[config.mk]
export PLATFORM = sky130hd
export DESIGN_NAME = climate_hysteresis_controller
export DESIGN_NICKNAME = d
export VERILOG_FILES = /design/src/rtl/core/chc_pkg.sv /design/src/rtl/core/chc_cfg.sv /design/src/rtl/core/chc_hum_fsm.sv /design/src/rtl/core/chc_temp_fsm.sv /design/src/rtl/core/climate_hysteresis_controller.sv
export SDC_FILE = /design/constraint.sdc
export NUM_CORES = 1
export LEC_CHECK = 0
export BUFFER_PORTS_ARGS = -buffer_cell sky130_fd_sc_hd__buf_2
export CAP_MARGIN = 20
export CORE_UTILIZATION = 53
export DETAILED_ROUTE_END_ITERATION = 16
export PLACE_DENSITY = 0.88
export SYNTH_ARGS = -nofsm -noshare
export SYNTH_HDL_FRONTEND = slang
export SYNTH_HIERARCHICAL = 1
export SYNTH_SLANG_ARGS = --single-unit
export TNS_END_PERCENT = 20
[constraint.sdc]
create_clock -name clk -period 2.3 [get_ports clk]
set_clock_uncertainty 0.2 [all_clocks]
set_input_delay 0.345 -clock clk [delete_from_list [all_inputs] [get_ports clk]]
set_output_delay 0.345 -clock clk [all_outputs]
set_load 0.1 [all_outputs]
[src/rtl/core/chc_pkg.sv]
// shared types, codes and register defaults of the climate hysteresis controller
`default_nettype none

package chc_pkg;

  // field widths
  localparam int HumW  = 10;
  localparam int TempW = 12;
  localparam int ActW  = 3;
  localparam int CmdW  = 2;
  localparam int ModeW = 2;
  localparam int AddrW = 5;
  localparam int DataW = 32;

  // event codes
  localparam logic [ActW-1:0] ACT_SENSOR    = 3'd0;
  localparam logic [ActW-1:0] ACT_DELAY_EXP = 3'd1;
  localparam logic [ActW-1:0] ACT_RUN_EXP   = 3'd2;
  localparam logic [ActW-1:0] ACT_VENT_BTN  = 3'd3;
  localparam logic [ActW-1:0] ACT_STOP_BTN  = 3'd4;
  localparam logic [ActW-1:0] ACT_RESET     = 3'd5;

  // timer commands
  localparam logic [CmdW-1:0] CMD_NONE  = 2'd0;
  localparam logic [CmdW-1:0] CMD_START = 2'd1;
  localparam logic [CmdW-1:0] CMD_STOP  = 2'd2;

  // register indexes
  localparam logic [2:0] REG_HUMIDIFY_ON_BELOW  = 3'd0;
  localparam logic [2:0] REG_HUMIDIFY_OFF_ABOVE = 3'd1;
  localparam logic [2:0] REG_DRY_OFF_BELOW      = 3'd2;
  localparam logic [2:0] REG_DRY_ON_ABOVE       = 3'd3;
  localparam logic [2:0] REG_HEAT_ON_BELOW      = 3'd4;
  localparam logic [2:0] REG_HEAT_OFF_ABOVE     = 3'd5;
  localparam logic [2:0] REG_COOL_OFF_BELOW     = 3'd6;
  localparam logic [2:0] REG_COOL_ON_ABOVE      = 3'd7;

  // register reset values
  localparam logic [HumW-1:0]         RST_HUMIDIFY_ON_BELOW  = 10'd600;
  localparam logic [HumW-1:0]         RST_HUMIDIFY_OFF_ABOVE = 10'd650;
  localparam logic [HumW-1:0]         RST_DRY_OFF_BELOW      = 10'd750;
  localparam logic [HumW-1:0]         RST_DRY_ON_ABOVE       = 10'd800;
  localparam logic signed [TempW-1:0] RST_HEAT_ON_BELOW      = 12'sd200;
  localparam logic signed [TempW-1:0] RST_HEAT_OFF_ABOVE     = 12'sd230;
  localparam logic signed [TempW-1:0] RST_COOL_OFF_BELOW     = 12'sd260;
  localparam logic signed [TempW-1:0] RST_COOL_ON_ABOVE      = 12'sd290;

  // threshold set
  typedef struct packed {
    logic [HumW-1:0]         humidify_on_below;
    logic [HumW-1:0]         humidify_off_above;
    logic [HumW-1:0]         dry_off_below;
    logic [HumW-1:0]         dry_on_above;
    logic signed [TempW-1:0] heat_on_below;
    logic signed [TempW-1:0] heat_off_above;
    logic signed [TempW-1:0] cool_off_below;
    logic signed [TempW-1:0] cool_on_above;
  } thresh_t;

  // humidity machine outcome for one word
  typedef struct packed {
    logic [ModeW-1:0] mode;
    logic [CmdW-1:0]  delay_cmd;
    logic [CmdW-1:0]  run_cmd;
    logic             handled;
  } hum_res_t;

endpackage

`default_nettype wire

[src/rtl/core/chc_cfg.sv]
// threshold registers behind the apb-style configuration port
`default_nettype none

module chc_cfg (
  input  wire logic                        clk,
  input  wire logic                        rst,
  input  wire logic                        psel,
  input  wire logic                        penable,
  input  wire logic                        pwrite,
  input  wire logic [chc_pkg::AddrW-1:0]   paddr,
  input  wire logic [chc_pkg::DataW-1:0]   pwdata,
  output logic      [chc_pkg::DataW-1:0]   prdata,
  output logic                             pready,
  output chc_pkg::thresh_t                 thresh
);
  import chc_pkg::*;

  logic       wr_en;
  logic [2:0] reg_idx;

  assign pready  = 1'b1;
  assign wr_en   = psel && penable && pwrite;
  assign reg_idx = paddr[AddrW-1:2];

  // register writes
  always_ff @(posedge clk) begin
    if (rst) begin
      thresh.humidify_on_below  <= RST_HUMIDIFY_ON_BELOW;
      thresh.humidify_off_above <= RST_HUMIDIFY_OFF_ABOVE;
      thresh.dry_off_below      <= RST_DRY_OFF_BELOW;
      thresh.dry_on_above       <= RST_DRY_ON_ABOVE;
      thresh.heat_on_below      <= RST_HEAT_ON_BELOW;
      thresh.heat_off_above     <= RST_HEAT_OFF_ABOVE;
      thresh.cool_off_below     <= RST_COOL_OFF_BELOW;
      thresh.cool_on_above      <= RST_COOL_ON_ABOVE;
    end else if (wr_en) begin
      case (reg_idx)
        REG_HUMIDIFY_ON_BELOW:  thresh.humidify_on_below  <= pwdata[HumW-1:0];
        REG_HUMIDIFY_OFF_ABOVE: thresh.humidify_off_above <= pwdata[HumW-1:0];
        REG_DRY_OFF_BELOW:      thresh.dry_off_below      <= pwdata[HumW-1:0];
        REG_DRY_ON_ABOVE:       thresh.dry_on_above       <= pwdata[HumW-1:0];
        REG_HEAT_ON_BELOW:      thresh.heat_on_below      <= signed'(pwdata[TempW-1:0]);
        REG_HEAT_OFF_ABOVE:     thresh.heat_off_above     <= signed'(pwdata[TempW-1:0]);
        REG_COOL_OFF_BELOW:     thresh.cool_off_below     <= signed'(pwdata[TempW-1:0]);
        REG_COOL_ON_ABOVE:      thresh.cool_on_above      <= signed'(pwdata[TempW-1:0]);
        default: ;
      endcase
    end
  end

  // read back, temperatures sign-extended
  always_comb begin
    case (reg_idx)
      REG_HUMIDIFY_ON_BELOW:  prdata = {{(DataW-HumW){1'b0}}, thresh.humidify_on_below};
      REG_HUMIDIFY_OFF_ABOVE: prdata = {{(DataW-HumW){1'b0}}, thresh.humidify_off_above};
      REG_DRY_OFF_BELOW:      prdata = {{(DataW-HumW){1'b0}}, thresh.dry_off_below};
      REG_DRY_ON_ABOVE:       prdata = {{(DataW-HumW){1'b0}}, thresh.dry_on_above};
      REG_HEAT_ON_BELOW:
        prdata = {{(DataW-TempW){thresh.heat_on_below[TempW-1]}}, thresh.heat_on_below};
      REG_HEAT_OFF_ABOVE:
        prdata = {{(DataW-TempW){thresh.heat_off_above[TempW-1]}}, thresh.heat_off_above};
      REG_COOL_OFF_BELOW:
        prdata = {{(DataW-TempW){thresh.cool_off_below[TempW-1]}}, thresh.cool_off_below};
      REG_COOL_ON_ABOVE:
        prdata = {{(DataW-TempW){thresh.cool_on_above[TempW-1]}}, thresh.cool_on_above};
      default: prdata = '0;
    endcase
  end

endmodule

`default_nettype wire

[src/rtl/core/chc_hum_fsm.sv]
// humidity hysteresis machine with idle ventilation timer control
`default_nettype none

module chc_hum_fsm (
  input  wire logic                      clk,
  input  wire logic                      rst,
  input  wire logic                      advance,
  input  wire logic [chc_pkg::ActW-1:0]  action,
  input  wire logic [chc_pkg::HumW-1:0]  humidity,
  input  wire chc_pkg::thresh_t          thresh,
  output chc_pkg::hum_res_t              res
);
  import chc_pkg::*;

  typedef enum logic [ModeW-1:0] {
    HM_HUMID = 2'd0,
    HM_IDLE  = 2'd1,
    HM_VENT  = 2'd2,
    HM_DRY   = 2'd3
  } hum_mode_t;

  hum_mode_t       mode, mode_next;
  logic [CmdW-1:0] dcmd, rcmd;
  logic            hit;
  logic            below_on, above_on;

  assign below_on = humidity < thresh.humidify_on_below;
  assign above_on = humidity > thresh.dry_on_above;

  // next mode and timer commands for the word in the input register
  always_comb begin
    mode_next = mode;
    dcmd      = CMD_NONE;
    rcmd      = CMD_NONE;
    hit       = 1'b0;
    case (action)
      ACT_RESET: begin
        if (mode == HM_VENT) rcmd = CMD_STOP;
        dcmd      = CMD_START;
        mode_next = HM_IDLE;
        hit       = 1'b1;
      end
      ACT_SENSOR: begin
        case (mode)
          HM_HUMID: begin
            if (humidity > thresh.humidify_off_above) begin
              mode_next = HM_IDLE;
              dcmd      = CMD_START;
              hit       = 1'b1;
            end
          end
          HM_DRY: begin
            if (humidity < thresh.dry_off_below) begin
              mode_next = HM_IDLE;
              dcmd      = CMD_START;
              hit       = 1'b1;
            end
          end
          default: begin
            // humidifying test wins over drying in both idle sub-modes
            if (below_on || above_on) begin
              mode_next = below_on ? HM_HUMID : HM_DRY;
              hit       = 1'b1;
              if (mode == HM_IDLE) dcmd = CMD_STOP;
              else rcmd = CMD_STOP;
            end
          end
        endcase
      end
      ACT_DELAY_EXP, ACT_VENT_BTN: begin
        if (mode == HM_IDLE) begin
          mode_next = HM_VENT;
          dcmd      = CMD_STOP;
          rcmd      = CMD_START;
          hit       = 1'b1;
        end
      end
      ACT_RUN_EXP, ACT_STOP_BTN: begin
        if (mode == HM_VENT) begin
          mode_next = HM_IDLE;
          rcmd      = CMD_STOP;
          dcmd      = CMD_START;
          hit       = 1'b1;
        end
      end
      default: ;
    endcase
  end

  assign res.mode      = mode_next;
  assign res.delay_cmd = dcmd;
  assign res.run_cmd   = rcmd;
  assign res.handled   = hit;

  // mode register
  always_ff @(posedge clk) begin
    if (rst) begin
      mode <= HM_IDLE;
    end else if (advance) begin
      mode <= mode_next;
    end
  end

endmodule

`default_nettype wire

[src/rtl/core/chc_temp_fsm.sv]
// temperature hysteresis machine
`default_nettype none

module chc_temp_fsm (
  input  wire logic                              clk,
  input  wire logic                              rst,
  input  wire logic                              advance,
  input  wire logic [chc_pkg::ActW-1:0]          action,
  input  wire logic signed [chc_pkg::TempW-1:0]  temperature,
  input  wire chc_pkg::thresh_t                  thresh,
  output logic [chc_pkg::ModeW-1:0]              mode_out
);
  import chc_pkg::*;

  typedef enum logic [ModeW-1:0] {
    TM_IDLE = 2'd0,
    TM_HEAT = 2'd1,
    TM_COOL = 2'd2
  } temp_mode_t;

  temp_mode_t mode, mode_next;

  // next mode, heating checked before cooling when idle
  always_comb begin
    mode_next = mode;
    if (action == ACT_RESET) begin
      mode_next = TM_IDLE;
    end else if (action == ACT_SENSOR) begin
      case (mode)
        TM_IDLE: begin
          if (temperature < thresh.heat_on_below) mode_next = TM_HEAT;
          else if (temperature > thresh.cool_on_above) mode_next = TM_COOL;
        end
        TM_HEAT: begin
          if (temperature > thresh.heat_off_above) mode_next = TM_IDLE;
        end
        default: begin
          if (temperature < thresh.cool_off_below) mode_next = TM_IDLE;
        end
      endcase
    end
  end

  assign mode_out = mode_next;

  // mode register
  always_ff @(posedge clk) begin
    if (rst) begin
      mode <= TM_IDLE;
    end else if (advance) begin
      mode <= mode_next;
    end
  end

endmodule

`default_nettype wire

[src/rtl/core/climate_hysteresis_controller.sv]
// top level of the climate hysteresis controller
`default_nettype none

// Each event word (sensor update, timer expiry, button or reset) is taken
// into an input register; the humidity and temperature machines then work
// out the new modes, relay levels and ventilation timer commands by comparing
// against the threshold registers, and the result lands in an output register.
// One word is accepted every clock cycle while results are taken; a held result
// stalls the next word in the input register until the output register frees up.
// Thresholds are written through the APB-style port (registers at 4*index)
// and must only change while no word is in flight. All comparisons are
// strict, humidity unsigned in 0.1 %RH, temperature signed in 0.1 degC.
module climate_hysteresis_controller (
  input  wire logic                              clk,
  input  wire logic                              rst,
  // configuration
  input  wire logic                              psel,
  input  wire logic                              penable,
  input  wire logic                              pwrite,
  input  wire logic [chc_pkg::AddrW-1:0]         paddr,
  input  wire logic [chc_pkg::DataW-1:0]         pwdata,
  output logic      [chc_pkg::DataW-1:0]         prdata,
  output logic                                   pready,
  // event words
  input  wire logic                              evt_valid,
  output logic                                   evt_ready,
  input  wire logic [chc_pkg::ActW-1:0]          action,
  input  wire logic [chc_pkg::HumW-1:0]          humidity,
  input  wire logic signed [chc_pkg::TempW-1:0]  temperature,
  // result words
  output logic                                   res_valid,
  input  wire logic                              res_ready,
  output logic                                   humidifier_on,
  output logic                                   dryer_on,
  output logic                                   ventilator_on,
  output logic                                   heater_on,
  output logic                                   cooler_on,
  output logic [chc_pkg::CmdW-1:0]               delay_timer_cmd,
  output logic [chc_pkg::CmdW-1:0]               run_timer_cmd,
  output logic [chc_pkg::ModeW-1:0]              humidity_mode,
  output logic [chc_pkg::ModeW-1:0]              temperature_mode,
  output logic                                   handled
);
  import chc_pkg::*;

  localparam logic [ModeW-1:0] HUM_HUMID = 2'd0;
  localparam logic [ModeW-1:0] HUM_VENT  = 2'd2;
  localparam logic [ModeW-1:0] HUM_DRY   = 2'd3;
  localparam logic [ModeW-1:0] TMP_HEAT  = 2'd1;
  localparam logic [ModeW-1:0] TMP_COOL  = 2'd2;

  thresh_t                 thresh;
  hum_res_t                hum_res;
  logic [ModeW-1:0]        tmp_mode;

  logic                    in_full;
  logic [ActW-1:0]         in_action;
  logic [HumW-1:0]         in_humidity;
  logic signed [TempW-1:0] in_temperature;
  logic                    advance;

  // word moves on when the output register is free or being emptied
  assign advance   = in_full && (!res_valid || res_ready);
  assign evt_ready = !in_full || advance;

  chc_cfg u_cfg (
    .clk     (clk),
    .rst     (rst),
    .psel    (psel),
    .penable (penable),
    .pwrite  (pwrite),
    .paddr   (paddr),
    .pwdata  (pwdata),
    .prdata  (prdata),
    .pready  (pready),
    .thresh  (thresh)
  );

  chc_hum_fsm u_hum (
    .clk      (clk),
    .rst      (rst),
    .advance  (advance),
    .action   (in_action),
    .humidity (in_humidity),
    .thresh   (thresh),
    .res      (hum_res)
  );

  chc_temp_fsm u_temp (
    .clk         (clk),
    .rst         (rst),
    .advance     (advance),
    .action      (in_action),
    .temperature (in_temperature),
    .thresh      (thresh),
    .mode_out    (tmp_mode)
  );

  // input register
  always_ff @(posedge clk) begin
    if (rst) begin
      in_full <= 1'b0;
    end else if (evt_ready) begin
      in_full <= evt_valid;
    end
  end

  always_ff @(posedge clk) begin
    if (evt_valid && evt_ready) begin
      in_action      <= action;
      in_humidity    <= humidity;
      in_temperature <= temperature;
    end
  end

  // output register
  always_ff @(posedge clk) begin
    if (rst) begin
      res_valid <= 1'b0;
    end else if (advance) begin
      res_valid <= 1'b1;
    end else if (res_ready) begin
      res_valid <= 1'b0;
    end
  end

  always_ff @(posedge clk) begin
    if (advance) begin
      humidifier_on    <= hum_res.mode == HUM_HUMID;
      dryer_on         <= hum_res.mode == HUM_DRY;
      ventilator_on    <= hum_res.mode == HUM_VENT;
      heater_on        <= tmp_mode == TMP_HEAT;
      cooler_on        <= tmp_mode == TMP_COOL;
      delay_timer_cmd  <= hum_res.delay_cmd;
      run_timer_cmd    <= hum_res.run_cmd;
      humidity_mode    <= hum_res.mode;
      temperature_mode <= tmp_mode;
      handled          <= hum_res.handled;
    end
  end

endmodule

`default_nettype wire

# Word level (Yosys, flattened, before mapping)
# Cells that the tools add are included.
dict set report totals {
  mem_count 0
  elab_cells 118
  input_bits 69
  ff_bits 133
  ram_bits 0
  output_inout_bits 49
  latchBits 0
  rom_bits 0
}
dict set report classes {
  bitwise 0
  muxes 38
  reduce_logical 27
  n_lt_le_gt_ge 8
  multipliers 0
  div 0
  n_eq_ne 20
  shifts 0
  n_addsub 0
}
# cell count
set op_table {}
lappend op_table {{32-bit one-hot mux with 8 select lines} 1}
lappend op_table {{2-bit two-way mux} 18}
lappend op_table {{12-bit greater-than comparator} 2}
lappend op_table {{12-bit less-than comparator} 2}
lappend op_table {{10-bit greater-than comparator} 2}
lappend op_table {{10-bit less-than comparator} 2}
lappend op_table {{3-bit equality test, second input constant} 6}
lappend op_table {{2-bit one-hot mux with 4 select lines} 2}
lappend op_table {{2-bit AND reduction} 8}
lappend op_table {{3-bit by 2-bit equality test with 1-bit output, second input constant} 4}
lappend op_table {{2-bit one-hot mux with 2 select lines} 3}
lappend op_table {{1-bit two-way mux} 11}
lappend op_table {{2-bit equality test, second input constant} 5}
lappend op_table {{2-bit by 1-bit equality test with 1-bit output, second input constant} 3}
lappend op_table {{3-bit by 1-bit equality test with 1-bit output, second input constant} 2}
lappend op_table {{2-bit zero test} 3}
lappend op_table {{3-bit zero test} 2}
lappend op_table {{2-bit one-hot mux with 3 select lines} 1}
lappend op_table {{2-bit OR reduction} 3}
lappend op_table {{1-bit logical AND} 4}
lappend op_table {{1-bit one-hot mux with 4 select lines} 1}
lappend op_table {{1-bit logical OR} 3}
lappend op_table {{3-bit OR reduction} 1}
lappend op_table {{1-bit zero test} 2}
lappend op_table {{2 further kinds} 2}

# Depth between registers and ports, before layout
dict set report depth {
  depth_word 7
  ltp_mapped 10
  ltp_nobuf 10
}

# Cells and area by module
# The synthesis kept the hierarchy.
# module area_each_um2 seq_area_each_um2 cells_per_inst n_inst
set by_module_without_submodules {}
lappend by_module_without_submodules {chc_cfg 4241.6 1761.7 501 1}
lappend by_module_without_submodules {chc_temp_fsm 1380.1 40.0 180 1}
lappend by_module_without_submodules {chc_hum_fsm 1377.6 40.0 189 1}
lappend by_module_without_submodules {climate_hysteresis_controller 1303.8 1211.2 54 1}

# Least setup slack after synthesis
# Ideal clock, no wire load.
dict set report synth_path {
  path_type {input port to output port}
  start {in paddr[3] (netlist name)}
  end {out prdata[0] (netlist name)}
  cell_stages 6
  required_ns 1.755
  arrival_ns 2.513
  path_slack_ns -0.758
  cell_sequence {buf_6 buf_6 or3_1 clkbuf_1 nor2_1 a21oi_1}
}
dict set report synth_between {
  elab_chain_cells 2
  elab_cells_between_ends 9
  cone_classes {eq/ne (7); mux (1); reduce/logical (1)}
}
# item line_no
set synth_lines {}
lappend synth_lines {{from (decl)} climate_hysteresis_controller.sv:20} ;# input wire logic [chc_pkg::AddrW-1:0] paddr,
lappend synth_lines {{3-bit equality test (tied with other cells)} chc_cfg.sv:53} ;# case (reg_idx)
lappend synth_lines {{32-bit one-hot mux with 8 select lines (*)} chc_cfg.sv:53}
lappend synth_lines {{to (decl)} climate_hysteresis_controller.sv:22} ;# output logic [chc_pkg::DataW-1:0] prdata,
# Mark *: on every way between the ends. The rest lies on a longest branch, timed or not.

==> summary by stage <==
Status
The run finished, with violations left. The checks that failed: negative setup slack.

Pwr
VDD sags by at most about 0.6 mV. The analysis attributes to cell leakage a power of 4.95 nW. Power spread over the standard cell area amounts to 579 mW/mm².

Synthesis
A synthesized cell averages 8.99 µm². Sequential cells were found to cover 36.8% of the synthesized design area. The number of nets in the synthesized netlist is roughly 1100.

The post-synthesis register bit count is around 130. The proportion of synthesized flip-flops having asynchronous set or reset is 0%. The post-synthesis cell count is 924.

The most used flip-flop cell after synthesis is sky130_fd_sc_hd__dfxtp_1. For this run, the number of Yosys warnings is 6. The number of flops mapped to enable cells by yosys is 39. The count of unique library cells instantiated by Yosys is 69. In this run the cell area of the synthesized design comes to just over 0.008 mm².

STA
The worst hold slack is 35.1 ps. The worst path setup slack after routing is -475 ps. The total negative slack is -8910 ps. In this run the tightest slew margin relative to its limit is 64.0%.

Setup repair after global routing could not meet its margin everywhere. The max-slew violation count is 0. The shortest period the worst path allows is around 2800 ps. In the finished design, the share of the clock period the worst path needs comes to 121%. The slew at the pin closest to its max-slew limit is 540 ps. The count of final hold-check violations is 0. Timing would allow up to 360 MHz. Setup violations remaining at the end of the flow were counted as 47.

Clocking
The number of buffers added by the clock tree synthesis step is 17. The clock insertion delay at the later pin of the skew report is about 430 ps. The clock passes through at most 2 buffers. The TritonCTS clock tree is done. The clock sink total is between 100 and 150. The root buffer cell chosen for the clock tree is sky130_fd_sc_hd__clkbuf_16.

After clock tree synthesis, the clock-pin slew on the worst setup and hold paths is 60 ps. In this run the number of H-tree levels came out at 4.

Setup path
The maximum fanout count along the critical path is 4. STA classifies the critical path startpoint as a flop. The slowest stage of the critical path is the sky130_fd_sc_hd__edfxtp_1 cell.

The critical path's top delay family is compound AO/OA/AOI/OAI gates. The worst setup path is of the flop to flop kind. Counting both buffers and inverters, the worst setup path holds a total of 2. Walking the worst path, the cells encountered are buf_4 > ha_4 > nand3_1 > nand2_1 > a221oi_2 > o21ai_1 > a221o_2 > a21oi_4 > nor2_2 > buf_4 > nor2_1. The critical path endpoint category is a flop. Data on the critical path arrives at its endpoint at 2850 ps. The largest stage delay on the critical path is 490 ps.

At the worst endpoint, the required time is 2380 ps. The most numerous cell on the critical path is sky130_fd_sc_hd__buf_4.

Floorplanning
After floorplanning, the core was sized to cover roughly 0.015 mm². The die is 127 µm tall. The die is 127 µm wide.

The initial core utilization is between 50% and 60%. In this run the core area contains 45 standard-cell rows. The die covers 0.0162 mm². The top-level I/O count is roughly 120.

Layout
In the layout the commonest cells are 122 x sky130_fd_sc_hd__buf_4, 109 x sky130_fd_sc_hd__inv_1, 90 x sky130_fd_sc_hd__dfxtp_1. The filler cell count in the final layout is between 800 and 900. The fraction of final layout cells sized beyond drive strength 1 is 34.2%. The area growth from synthesis to layout is 40.3%.

The number of antenna repair diodes is 0. The most common cell after layout, fill and taps aside is sky130_fd_sc_hd__buf_4. For this run, the post-layout net count is 1286.

Run
The tool flagged a number of max-cap violations equal to 0.

GRT
The number of global-route vias before repair is 8277. The first-pass GRT wire length is 42.0 mm. Global routing used 33.7% of the available tracks across all layers. The largest net degree at the start of global routing is 56.

The initial antenna violation count is 2. The total overflow left after global routing is 0.

Drt
For this block, the routed nets add up to 29.4 mm of wire. The routed layout has 8450 vias. After detailed routing, the number of remaining DRC violations is 0. The average via count per standard cell is 6.25. The count of nets left with antenna violations once routing finished came out at 0. The number of detailed-routing iterations run before antenna repair is 6. In this run, the number of DRC markers left after iteration 0 of detailed routing was 1189. The routed length per instance is roughly 22 µm.

Place
The weighted congestion at the end of routability-driven global placement is 0.924. The count of buffers added on input and output ports is 94. After legalization and detailed placement, the total HPWL measured 17.4 mm.

Worst hold path
The kind of path behind the tightest hold check is primary input to flop.
## state kept, by name, summed over array words and instances (netlist names)
| signal | cells |
|---|---|
| u_cfg/thresh | 88 |
| in_temperature | 12 |
| in_humidity | 10 |
| in_action | 3 |
| delay_timer_cmd | 2 |
| humidity_mode | 2 |
| run_timer_cmd | 2 |
| temperature_mode | 2 |
| u_hum/mode | 2 |
| u_temp/mode | 2 |
| cooler_on | 1 |
| dryer_on | 1 |
| handled | 1 |
| heater_on | 1 |
| humidifier_on | 1 |
| in_full | 1 |
| res_valid | 1 |
| ventilator_on | 1 |
## per-stage QoR
stage / util, % / total power, mW / worst slack (ps) / std cells / area (µm²)
2_1_floorplan: - / 3.29 / -273 / 924 / 8340
3_3_place_gp: 65.1 / 3.60 / -363 / 1275 / 9940
3_5_place_dp: 65.1 / 3.63 / -418 / 1275 / 9940
4_1_cts: 73.4 / 6.56 / -336 / 1340 / 11200
5_1_grt: 76.3 / 6.90 / -501 / 1351 / 11600
6_report: 76.3 / 6.74 / -475 / 1351 / 11600
## cells by family (layout without fill, tap and decap cells)
family | Yosys count | count (layout) | synth area share, %
and+or+nand+nor | 247 | 247 | 15.5
AOI/OAI and AO/OA | 232 | 232 | 18.8
buffers and inverters | 184 | 400 | 10.2
DFF | 133 | 133 | 36.8
adders and majority gates | 91 | 91 | 13.7
muxes | 36 | 36 | 5.06
other | 1 | 1 | 0.0452
## final cells by class
cell class	instances	area (µm²)	area share, %
clock buffer	18	429	3.68
tap	211	264	2.27
multi-input combinational	607	5030	43.2
timing repair buffer	258	2270	19.5
inverter	110	413	3.55
sequential	133	3060	26.3
clock inverter	14	175	1.50
## final timing paths
kind	startpoint	endpoint	slack [ps]	cells after the start
min reg2reg	u_cfg/thresh[85]$_SDFFE_PP0P_	u_cfg/thresh[85]$_SDFFE_PP0P_	280	2
min	pwdata[11]	u_cfg/thresh[35]$_SDFFE_PP0P_	40	3
max	in_humidity[3]$_DFFE_PP_	humidifier_on$_DFFE_PP_	-480	11
max reg2reg	in_humidity[3]$_DFFE_PP_	humidifier_on$_DFFE_PP_	-480	11
## where the power goes
group          internal, mW  switching, mW
registers              2.48         0.0565
logic                 0.526          0.831
clock network          1.72           1.13
## worst reg2reg max path, delay by kind of cell (launching register included)
| kind | cells | cell delay, ps |
|---|---|---|
| AO/OA/AOI/OAI | 4 | 1030 |
| flip-flops | 1 | 490 |
| buffers and inverters | 2 | 340 |
| AND/OR/NAND/NOR | 4 | 360 |
| adder cells (fa/ha/maj) | 1 | 210 |
## what timing repair did
| item | CTS | global route |
|---|---|---|
| pin swaps | 44 | 35 |
| buffers inserted | 7 | 12 |
| resized for setup | 71 | 52 |
| hold buffers | 26 | 0 |
| endpoints found under the hold margin | 26 | 0 |
| setup endpoints to repair | 48 | 48 |
## layer usage
metal	up-vias	wire [µm]	track usage, %
met5	-	22	0
met4	4	2120	23.7
met3	212	2680	7.12
met2	652	14000	58.1
met1	3952	10600	37.2
li1	3630	-	-
## Yosys cell counts, types with 4 or more instances
master,count,share of area [%]
sky130_fd_sc_hd__edfxtp_1,39,14
sky130_fd_sc_hd__clkbuf_1,24,1.1
sky130_fd_sc_hd__inv_1,110,5.0
sky130_fd_sc_hd__a221oi_1,18,1.9
sky130_fd_sc_hd__and4_1,4,0.42
sky130_fd_sc_hd__buf_2,20,1.2
sky130_fd_sc_hd__nor2b_1,13,0.98
sky130_fd_sc_hd__nor3_1,4,0.24
sky130_fd_sc_hd__buf_6,4,0.54
sky130_fd_sc_hd__nand2b_1,9,0.68
sky130_fd_sc_hd__a211o_1,13,1.4
sky130_fd_sc_hd__nand2_1,90,4.1
sky130_fd_sc_hd__or3_1,5,0.38
sky130_fd_sc_hd__ha_1,90,14
sky130_fd_sc_hd__a22o_1,9,0.95
sky130_fd_sc_hd__o211ai_1,5,0.45
sky130_fd_sc_hd__nand3_1,7,0.42
sky130_fd_sc_hd__a21oi_1,68,4.1
sky130_fd_sc_hd__a21o_1,11,0.99
sky130_fd_sc_hd__dfxtp_1,94,23
sky130_fd_sc_hd__nor2_1,60,2.7
sky130_fd_sc_hd__mux2i_1,24,2.9
sky130_fd_sc_hd__nand3b_1,22,2.0
sky130_fd_sc_hd__nor2_2,5,0.38
sky130_fd_sc_hd__a211oi_1,8,0.72
sky130_fd_sc_hd__o21ai_1,7,0.42
sky130_fd_sc_hd__nand4_1,13,0.98
sky130_fd_sc_hd__o21ai_0,57,3.4
sky130_fd_sc_hd__mux2_2,5,0.68
sky130_fd_sc_hd__buf_4,26,2.4
sky130_fd_sc_hd__a31oi_1,4,0.30
Power figures use the tool's default switching activity.
